`src/rtl/crc8fr_pkg.sv`:
```
// Shared types, constants and the CRC-8 step function of the framed receiver.
// Used by every module of the block but crc8fr_ram; depends on nothing.
`timescale 1ns / 1ps
`default_nettype none

package crc8fr_pkg;

  // Largest payload a frame may carry
  localparam int MAX_LEN = 64;
  // Field widths of the result items
  localparam int IDX_W   = 6;
  localparam int LEN_W   = 7;
  // Payload RAM holds two banks of MAX_LEN bytes
  localparam int RAM_DEPTH = 2 * MAX_LEN;
  localparam int RAM_AW    = IDX_W + 1;

  // Input operation codes
  localparam logic OP_BYTE = 1'b0;
  localparam logic OP_TICK = 1'b1;

  // Configuration register indexes
  localparam logic [1:0] CFG_START   = 2'd0;
  localparam logic [1:0] CFG_END     = 2'd1;
  localparam logic [1:0] CFG_TIMEOUT = 2'd2;

  // Reset values of the configuration registers
  localparam logic [7:0]  START_RST   = 8'hAA;
  localparam logic [7:0]  END_RST     = 8'h55;
  localparam logic [15:0] TIMEOUT_RST = 16'd1000;

  // CRC-8 generator polynomial
  localparam logic [7:0] CRC_POLY = 8'h07;

  // Descriptor of a completed frame waiting for playback
  typedef struct packed {
    logic [7:0]       id;
    logic [LEN_W-1:0] len;
    logic             bank;
  } frame_desc_t;

  // One byte through the CRC-8, MSB first
  function automatic logic [7:0] crc8_step(input logic [7:0] acc, input logic [7:0] b);
    logic [7:0] v;
    v = acc ^ b;
    for (int k = 0; k < 8; k++) begin
      if (v[7]) begin
        v = {v[6:0], 1'b0} ^ CRC_POLY;
      end else begin
        v = {v[6:0], 1'b0};
      end
    end
    return v;
  endfunction

endpackage

`default_nettype wire

```
`src/rtl/crc8fr_ram.sv`:
```
// Generic single-write, single-read RAM with registered read data.
// Stand-alone; no package needed.
`timescale 1ns / 1ps
`default_nettype none

module crc8fr_ram #(
  parameter int WIDTH = 8,
  parameter int DEPTH = 128
) (
  input  wire logic                     clk,
  input  wire logic                     we,
  input  wire logic [$clog2(DEPTH)-1:0] waddr,
  input  wire logic [WIDTH-1:0]         wdata,
  input  wire logic                     re,
  input  wire logic [$clog2(DEPTH)-1:0] raddr,
  output logic      [WIDTH-1:0]         rdata
);

  logic [WIDTH-1:0] mem [DEPTH];

  // Write port and registered read port
  always_ff @(posedge clk) begin
    if (we) begin
      mem[waddr] <= wdata;
    end
    if (re) begin
      rdata <= mem[raddr];
    end
  end

endmodule

`default_nettype wire

```
`src/rtl/crc8fr_front.sv`:
```
// Front end: frame parser, incremental CRC-8, idle countdown and config registers.
// Writes payload bytes to the RAM and pushes finished frames; uses crc8fr_pkg.
`timescale 1ns / 1ps
`default_nettype none

module crc8fr_front
  import crc8fr_pkg::*;
(
  input  wire logic              clk,
  input  wire logic              rst,
  // input channel
  input  wire logic              in_valid,
  output logic                   in_ready,
  input  wire logic              op,
  input  wire logic [7:0]        rx_byte,
  // configuration
  input  wire logic              cfg_we,
  input  wire logic [1:0]        cfg_index,
  input  wire logic [15:0]       cfg_data,
  // both payload banks hold queued or playing frames
  input  wire logic              banks_full,
  // payload RAM write port
  output logic                   ram_we,
  output logic [RAM_AW-1:0]      ram_waddr,
  output logic [7:0]             ram_wdata,
  // completed frame
  output logic                   push,
  output frame_desc_t            push_desc
);

  typedef enum logic [2:0] {
    PH_SOF,
    PH_ID,
    PH_LEN,
    PH_DATA,
    PH_CRC,
    PH_EOF
  } phase_t;

  phase_t           phase;
  logic [7:0]       start_marker;
  logic [7:0]       end_marker;
  logic [15:0]      timeout_ticks;
  logic [7:0]       held_id;
  logic [LEN_W-1:0] expected_length;
  logic [LEN_W-1:0] received_count;
  logic [7:0]       running_crc;
  logic [15:0]      idle_countdown;
  logic             wbank;

  logic             take;
  logic             take_byte;
  logic [LEN_W-1:0] count_inc;
  logic [7:0]       crc_in;
  logic [7:0]       crc_next;

  assign in_ready  = !banks_full;
  assign take      = in_valid && in_ready;
  assign take_byte = take && (op == OP_BYTE);
  assign count_inc = received_count + LEN_W'(1);

  // CRC restarts from zero on the id byte
  assign crc_in   = (phase == PH_ID) ? 8'h00 : running_crc;
  assign crc_next = crc8_step(crc_in, rx_byte);

  // Store payload bytes into the bank being filled
  assign ram_we    = take_byte && (phase == PH_DATA);
  assign ram_waddr = {wbank, received_count[IDX_W-1:0]};
  assign ram_wdata = rx_byte;

  // Hand a frame over once its end marker checks out
  assign push           = take_byte && (phase == PH_EOF) && (rx_byte == end_marker);
  assign push_desc.id   = held_id;
  assign push_desc.len  = expected_length;
  assign push_desc.bank = wbank;

  always_ff @(posedge clk) begin
    if (rst) begin
      phase           <= PH_SOF;
      start_marker    <= START_RST;
      end_marker      <= END_RST;
      timeout_ticks   <= TIMEOUT_RST;
      held_id         <= '0;
      expected_length <= '0;
      received_count  <= '0;
      running_crc     <= '0;
      idle_countdown  <= TIMEOUT_RST;
      wbank           <= 1'b0;
    end else begin
      // configuration writes; out-of-range index is dropped
      if (cfg_we) begin
        unique case (cfg_index)
          CFG_START:   start_marker  <= cfg_data[7:0];
          CFG_END:     end_marker    <= cfg_data[7:0];
          CFG_TIMEOUT: timeout_ticks <= cfg_data;
          default:     ;
        endcase
      end

      if (take && (op == OP_TICK)) begin
        // count down, clear the parser once the countdown is spent
        if (idle_countdown != 16'd0) begin
          idle_countdown <= idle_countdown - 16'd1;
        end else begin
          phase           <= PH_SOF;
          held_id         <= '0;
          expected_length <= '0;
          received_count  <= '0;
          running_crc     <= '0;
        end
      end else if (take_byte) begin
        idle_countdown <= timeout_ticks;
        unique case (phase)
          PH_SOF: begin
            if (rx_byte == start_marker) begin
              received_count <= '0;
              phase          <= PH_ID;
            end
          end
          PH_ID: begin
            held_id     <= rx_byte;
            running_crc <= crc_next;
            phase       <= PH_LEN;
          end
          PH_LEN: begin
            if (rx_byte > 8'(MAX_LEN)) begin
              phase <= PH_SOF;
            end else begin
              expected_length <= rx_byte[LEN_W-1:0];
              received_count  <= '0;
              running_crc     <= crc_next;
              phase           <= (rx_byte == 8'd0) ? PH_CRC : PH_DATA;
            end
          end
          PH_DATA: begin
            running_crc    <= crc_next;
            received_count <= count_inc;
            if (count_inc >= expected_length) begin
              phase <= PH_CRC;
            end
          end
          PH_CRC: begin
            phase <= (rx_byte == running_crc) ? PH_EOF : PH_SOF;
          end
          PH_EOF: begin
            // the next frame fills the other bank
            if (rx_byte == end_marker) begin
              wbank <= !wbank;
            end
            phase <= PH_SOF;
          end
          default: phase <= PH_SOF;
        endcase
      end
    end
  end

`ifndef SYNTHESIS
  a_len_bound: assert property (@(posedge clk) disable iff (rst)
    expected_length <= LEN_W'(MAX_LEN))
    else $error("front: expected length above buffer size");
  a_bank_flip: assert property (@(posedge clk) disable iff (rst)
    push |=> (wbank != $past(wbank)))
    else $error("front: fill bank did not flip after a frame push");
`endif

endmodule

`default_nettype wire

```
`src/rtl/crc8fr_queue.sv`:
```
// Two-entry frame descriptor queue between the parser and the playback unit.
// Uses frame_desc_t from crc8fr_pkg.
`timescale 1ns / 1ps
`default_nettype none

module crc8fr_queue
  import crc8fr_pkg::*;
(
  input  wire logic         clk,
  input  wire logic         rst,
  input  wire logic         push,
  input  wire frame_desc_t  push_desc,
  input  wire logic         pop,
  output frame_desc_t       head,
  output logic              not_empty,
  output logic [1:0]        count
);

  frame_desc_t slots [2];
  logic        wr_ptr;
  logic        rd_ptr;

  assign head      = slots[rd_ptr];
  assign not_empty = (count != 2'd0);

  // Store descriptors in arrival order
  always_ff @(posedge clk) begin
    if (push) begin
      slots[wr_ptr] <= push_desc;
    end
  end

  // Advance pointers and occupancy
  always_ff @(posedge clk) begin
    if (rst) begin
      wr_ptr <= 1'b0;
      rd_ptr <= 1'b0;
      count  <= 2'd0;
    end else begin
      if (push) begin
        wr_ptr <= !wr_ptr;
      end
      if (pop) begin
        rd_ptr <= !rd_ptr;
      end
      count <= count + 2'(push) - 2'(pop);
    end
  end

`ifndef SYNTHESIS
  a_no_overflow: assert property (@(posedge clk) disable iff (rst)
    push |-> (count != 2'd2))
    else $error("queue: push into a full queue");
  a_no_underflow: assert property (@(posedge clk) disable iff (rst)
    pop |-> (count != 2'd0))
    else $error("queue: pop from an empty queue");
`endif

endmodule

`default_nettype wire

```
`src/rtl/crc8fr_back.sv`:
```
// Back end: plays out a completed frame, one result per byte (one if no payload).
// Reads the payload RAM, takes descriptors from crc8fr_queue; uses crc8fr_pkg.
`timescale 1ns / 1ps
`default_nettype none

module crc8fr_back
  import crc8fr_pkg::*;
(
  input  wire logic              clk,
  input  wire logic              rst,
  // descriptor queue
  input  wire logic              q_not_empty,
  input  wire frame_desc_t       q_head,
  output logic                   pop,
  output logic                   playing,
  // payload RAM read port
  output logic                   ram_re,
  output logic [RAM_AW-1:0]      ram_raddr,
  input  wire logic [7:0]        ram_rdata,
  // result channel
  output logic                   out_valid,
  input  wire logic              out_ready,
  output logic [7:0]             frame_id,
  output logic [LEN_W-1:0]       payload_length,
  output logic [IDX_W-1:0]       byte_index,
  output logic [7:0]             data_byte,
  output logic                   has_data,
  output logic                   last
);

  typedef enum logic {
    BK_IDLE,
    BK_SHOW
  } bk_state_t;

  bk_state_t        state;
  frame_desc_t      cur;
  logic [IDX_W-1:0] idx;
  logic [LEN_W-1:0] idx_inc;
  logic             xfer;
  logic             step;

  assign idx_inc = LEN_W'(idx) + LEN_W'(1);

  assign out_valid      = (state == BK_SHOW);
  assign frame_id       = cur.id;
  assign payload_length = cur.len;
  assign byte_index     = idx;
  assign has_data       = (cur.len != '0);
  assign last           = !has_data || (idx_inc == cur.len);
  assign data_byte      = has_data ? ram_rdata : 8'h00;

  assign playing = (state == BK_SHOW);
  assign xfer    = out_valid && out_ready;
  assign pop     = (state == BK_IDLE) && q_not_empty;
  assign step    = xfer && !last;

  // Fetch byte zero on start, the next byte on each transfer but the last
  assign ram_re    = pop || step;
  assign ram_raddr = pop ? {q_head.bank, {IDX_W{1'b0}}}
                         : {cur.bank, idx_inc[IDX_W-1:0]};

  always_ff @(posedge clk) begin
    if (rst) begin
      state <= BK_IDLE;
      idx   <= '0;
    end else begin
      unique case (state)
        BK_IDLE: begin
          if (pop) begin
            cur   <= q_head;
            idx   <= '0;
            state <= BK_SHOW;
          end
        end
        BK_SHOW: begin
          if (step) begin
            idx <= idx_inc[IDX_W-1:0];
          end else if (xfer) begin
            state <= BK_IDLE;
          end
        end
        default: state <= BK_IDLE;
      endcase
    end
  end

`ifndef SYNTHESIS
  a_idx_in_frame: assert property (@(posedge clk) disable iff (rst)
    (out_valid && has_data) |-> (LEN_W'(byte_index) < payload_length))
    else $error("back: byte index beyond payload length");
  a_idx_advance: assert property (@(posedge clk) disable iff (rst)
    step |=> (out_valid && (byte_index == $past(byte_index) + IDX_W'(1))))
    else $error("back: byte index did not advance after a transfer");
`endif

endmodule

`default_nettype wire

```
`src/rtl/crc8_frame_receiver_top.sv`:
```
// Top level of the framed CRC-8 packet receiver.
// Instantiates crc8fr_front, crc8fr_queue, crc8fr_back and crc8fr_ram; uses crc8fr_pkg.
`timescale 1ns / 1ps
`default_nettype none

// Receives bytes and timer ticks on one input channel, one item per cycle while
// in_ready is high. A frame (start marker, id, length, payload, CRC-8 over
// id/length/payload, end marker) that checks out is played back as one result
// per payload byte at one result per cycle while out_ready is high, from the
// cycle after the playback unit picks it up from the descriptor queue; an empty
// payload gives one result with has_data low. The payload RAM has two banks of
// 64 bytes, so the parser keeps taking items while one finished frame plays back;
// in_ready drops while two finished frames are waiting or playing and rises after
// the older one's last result is transferred. There is no clearing pass after
// reset. Configuration registers: 0 start marker, 1 end marker, 2 timeout in ticks.
module crc8_frame_receiver_top
  import crc8fr_pkg::*;
(
  input  wire logic              clk,
  input  wire logic              rst,
  // input channel
  input  wire logic              in_valid,
  output logic                   in_ready,
  input  wire logic              op,
  input  wire logic [7:0]        rx_byte,
  // configuration
  input  wire logic              cfg_we,
  input  wire logic [1:0]        cfg_index,
  input  wire logic [15:0]       cfg_data,
  // result channel
  output logic                   out_valid,
  input  wire logic              out_ready,
  output logic [7:0]             frame_id,
  output logic [LEN_W-1:0]       payload_length,
  output logic [IDX_W-1:0]       byte_index,
  output logic [7:0]             data_byte,
  output logic                   has_data,
  output logic                   last
);

  logic              ram_we;
  logic [RAM_AW-1:0] ram_waddr;
  logic [7:0]        ram_wdata;
  logic              ram_re;
  logic [RAM_AW-1:0] ram_raddr;
  logic [7:0]        ram_rdata;
  logic              push;
  frame_desc_t       push_desc;
  logic              pop;
  frame_desc_t       q_head;
  logic              q_not_empty;
  logic [1:0]        q_count;
  logic              playing;
  logic              banks_full;

  // Both banks are taken by queued or playing frames
  assign banks_full = ((q_count + 2'(playing)) >= 2'd2);

  crc8fr_front u_front (
    .clk        (clk),
    .rst        (rst),
    .in_valid   (in_valid),
    .in_ready   (in_ready),
    .op         (op),
    .rx_byte    (rx_byte),
    .cfg_we     (cfg_we),
    .cfg_index  (cfg_index),
    .cfg_data   (cfg_data),
    .banks_full (banks_full),
    .ram_we     (ram_we),
    .ram_waddr  (ram_waddr),
    .ram_wdata  (ram_wdata),
    .push       (push),
    .push_desc  (push_desc)
  );

  crc8fr_queue u_queue (
    .clk       (clk),
    .rst       (rst),
    .push      (push),
    .push_desc (push_desc),
    .pop       (pop),
    .head      (q_head),
    .not_empty (q_not_empty),
    .count     (q_count)
  );

  crc8fr_ram #(
    .WIDTH (8),
    .DEPTH (RAM_DEPTH)
  ) u_ram (
    .clk   (clk),
    .we    (ram_we),
    .waddr (ram_waddr),
    .wdata (ram_wdata),
    .re    (ram_re),
    .raddr (ram_raddr),
    .rdata (ram_rdata)
  );

  crc8fr_back u_back (
    .clk            (clk),
    .rst            (rst),
    .q_not_empty    (q_not_empty),
    .q_head         (q_head),
    .pop            (pop),
    .playing        (playing),
    .ram_re         (ram_re),
    .ram_raddr      (ram_raddr),
    .ram_rdata      (ram_rdata),
    .out_valid      (out_valid),
    .out_ready      (out_ready),
    .frame_id       (frame_id),
    .payload_length (payload_length),
    .byte_index     (byte_index),
    .data_byte      (data_byte),
    .has_data       (has_data),
    .last           (last)
  );

`ifndef SYNTHESIS
  a_bank_guard: assert property (@(posedge clk) disable iff (rst)
    (ram_we && playing) |-> (ram_waddr[RAM_AW-1] != ram_raddr[RAM_AW-1]
                             || !ram_re))
    else $error("top: payload write hit the bank being played");
`endif

endmodule

`default_nettype wire

```
`config.mk`:
```
export PLATFORM = sky130hd
export DESIGN_NAME = crc8_frame_receiver_top
export DESIGN_NICKNAME = d
export VERILOG_FILES = /design/src/rtl/crc8fr_pkg.sv /design/src/rtl/crc8fr_ram.sv /design/src/rtl/crc8fr_front.sv /design/src/rtl/crc8fr_queue.sv /design/src/rtl/crc8fr_back.sv /design/src/rtl/crc8_frame_receiver_top.sv
export SDC_FILE = /design/constraint.sdc
export NUM_CORES = 2
export LEC_CHECK = 0
export BUFFER_PORTS_ARGS = -buffer_cell sky130_fd_sc_hd__buf_2
export CAP_MARGIN = 20
export CORE_MARGIN = 4
export CORE_UTILIZATION = 57
export DETAILED_ROUTE_END_ITERATION = 7
export PLACE_DENSITY = 0.78
export SYNTH_ARGS = -nofsm -noshare
export SYNTH_HDL_FRONTEND = slang
export SYNTH_HIERARCHICAL = 1
export SYNTH_SLANG_ARGS = --single-unit
export TNS_END_PERCENT = 1
```
`constraint.sdc`:
```
create_clock -name clk -period 3.7 [get_ports clk]
set_input_delay 1.11 -clock clk [delete_from_list [all_inputs] [get_ports clk]]
set_output_delay 1.11 -clock clk [all_outputs]
set_load 0.005 [all_outputs]
```
==> impl_metrics.ini <==
[yosys]
synth_top_cell_by_area = edfxtp_1
synth_edf_count = 1080
syn-num-nets = 2448
ys_ff_latch = 1174
syn_avg_cell_area_um2 = 19.60
synth_seq_area_share = 0.7284
ys_warn_count = 6
synthArstFlopShare = 0
synth.distinct_cells = 75
netlist.area_leader.share = 0.6884
mappedNetlistArea_mm2 = 0.04711
ys_top_cells_by_count = edfxtp_1 (1080), mux4_2 (336), nor2_1 (191)
yosysMostFrequentCell = edfxtp_1
synthTopCellsByArea = edfxtp_1 (69%), mux4_2 (16%), dfxtp_1 (4.0%)
synth_ff_type = edfxtp_1
synthCells = 2404

[die]
core.rowCount = 105
dieArea_mm2 = 0.08731
start_util = 0.5747
io_pins = 65
core-area_mm2 = 0.08198
fp.dieW_um = 295.5
die_height_um = 295.5

[finish]
seqCellArea_mm2 = 0.03432
drive_gt1_frac = 0.3234
multi_input_area_mm2 = 0.01195
final_nets = 2741
syn_to_final_growth_pct = 15.30
fillers = 5102
post-route-util = 0.6626

[global_routing]
use_met2 = 0.4581
gr-usage-met1 = 0.3590
grt_pass1_vias = 25830
grt_overflow = 0
top_usage_layer = met2
grt_max_degree = 103
grt_pass1_wl_um = 173600
grt_usage = 0.2724
antenna_found_initial = 3
grt_use_met3 = 0.04928

[cts]
cts.sinks = 1174
cts_max_level = 3
clockBufferDepth = 3
clk_pin_slew_ps = 60
cts_tree = built
root_buffer = clkbuf_16
postCtsHoldBufs = 0
clk_latency_ps = 710
cts_buffers = 111

[sta]
worst_hold_slack_ps = 463.1
slew_headroom = 0.2748
finalSetupViolations = 0
clock.fmax_mhz = 272.6
slew_violations = 0
fin_skew_ps = 61.07
fin_tns_setup_ps = 0
tightest_slew_ps = 1088
finalHoldViolations = 0
min_period_ps = 3669
finalCritPeriodShare = 0.9915

[placed_design]
port_buffers = 64
routabilityCongestion = 0.8600
dp_hpwl_um = 68890

[min_path]
whs_path_depth = 2
worstHoldStart = u_front/timeout_ticks[11]
hp-class = reg2reg
min_to = u_front/timeout_ticks[11]

[drt]
drtPass1Iterations = 5
vias = 25270
routed_wl_um = 116900
drtIter0Drc = 3166
route.detailed.drc = 0
ant_nets = 0
wl_per_cell_um = 30.31
via_per_inst = 6.551

[power]
vdd_drop_max_v = 0.0003904
p_leak_nw = 17.57
power_density_mw_per_mm2 = 485.8

[run]
max-cap-violations = 0

[setup_path]
cp_data_required_time_ps = 4100
r2r_end = u_ram/rdata[1]
crit-reg2reg-launch = u_queue/count[1]
critPathLaunchType = register
cp_max_fo = 6
crit_type = reg2reg
cp.arrival_ps = 4070
rr_worst_depth = 12
endpoint_kind = register
r2r_slack_ps = 30

[outcome]
outcome = finished clean
==> cells by family (layout without fill, tap and decap cells) <==
| family | after synthesis | in the layout | share of synthesized area |
|---|---|---|---|
| other cells | 0 | 1 | 0 |
| mux | 372 | 372 | 0.1697 |
| compound gates | 128 | 128 | 0.01798 |
| buf+inv | 178 | 560 | 0.01976 |
| xor+xnor | 76 | 76 | 0.01442 |
| flops | 1174 | 1174 | 0.7284 |
| fa+ha+maj | 12 | 12 | 0.003187 |
| simple gates | 464 | 464 | 0.04658 |
==> cells in the final DEF, fill, tap and decap left out, drive strengths merged, types with 5 or more instances in the layout <==
master,count
xor2,31
clkinv,47
a21oi,39
xnor2,44
nand2b,6
nand4,15
inv,16
edfxtp,1080
nor3b,5
clkbuf,135
nor2b,14
o211ai,11
or3,7
dfxtp,94
mux4,336
buf,342
nor2,194
bufinv,12
a22oi,20
mux2,24
mux2i,12
nand3,41
o21ai,27
and2,11
clkinvlp,7
nor3,22
nand2,115
ha,12
nor4,10
==> layer usage <==
layer | up-vias | wire (um)
met3 | 305 | 10360
met5 | - | 49
li1 | 10280 | -
met1 | 13130 | 41420
met2 | 1548 | 59780
met4 | 6 | 5307
==> power breakdown <==
group          switching [mW]  internal, mW
registers              0.0279          14.5
clock network            4.93          6.39
logic                   0.387         0.173
total                    5.34          21.0
==> worst max-delay path, stage by stage, from the launching register on <==
cell      delay (ps)
dfxtp_2          320
or2_4            270
nand2b_4          80
inv_2             50
nor2_4           130
buf_12           150
buf_12           150
buf_16           140
buf_4            110
mux4_2           550
mux4_2           560
mux4_2           560
mux2_2           290
==> how the worst max path moves through the flow <==
stage                           to                startpoint
global route          data_byte[6]  u_back/payload_length[3]
global placement    u_ram/rdata[3]          u_queue/count[0]
floorplan           u_ram/rdata[0]          u_queue/count[1]
finish              u_ram/rdata[1]          u_queue/count[1]
detailed placement  u_ram/rdata[3]          u_queue/count[0]
CTS                           last      u_back/byte_index[0]
==> layout make-up <==
type | instances | area share
Sequential cell | 1174 | 0.6318
Clock buffer | 135 | 0.05279
Tap cell | 1070 | 0.02465
Multi-Input combinational cell | 1052 | 0.2199
Clock inverter | 67 | 0.01419
Timing Repair Buffer | 343 | 0.05560
Inverter | 15 | 0.001037
Antenna cell | 1 | 0.00004607
==> metrics by stage <==
step	worst slack (ps)	cells	instance area, um^2	total power [mW]
6_report	31.41	3857	54320	26.39
5_1_grt	-16.07	3856	54320	27.19
4_1_cts	23.30	3850	54190	26.52
3_5_place_dp	-47.52	3623	50150	15.33
3_3_place_gp	-116.6	3622	50130	15.30
2_1_floorplan	111.1	2404	47150	15.13
==> what timing repair did <==
action                                  CTS  global route
cloned                                    3             0
pin swaps                                 2             2
gates resized for setup                  24             7
endpoints found under the setup margin    8             6
setup buffers                            22             5
==> sequential cells by signal, summed over array words and instances (netlist names), 16 cells and up, named ones only <==
name / count
u_ram/mem: 1024
u_front/timeout_ticks: 16
u_queue/slots: 32
u_front/idle_countdown: 16
No activity file was read; power rests on OpenSTA's default activity.
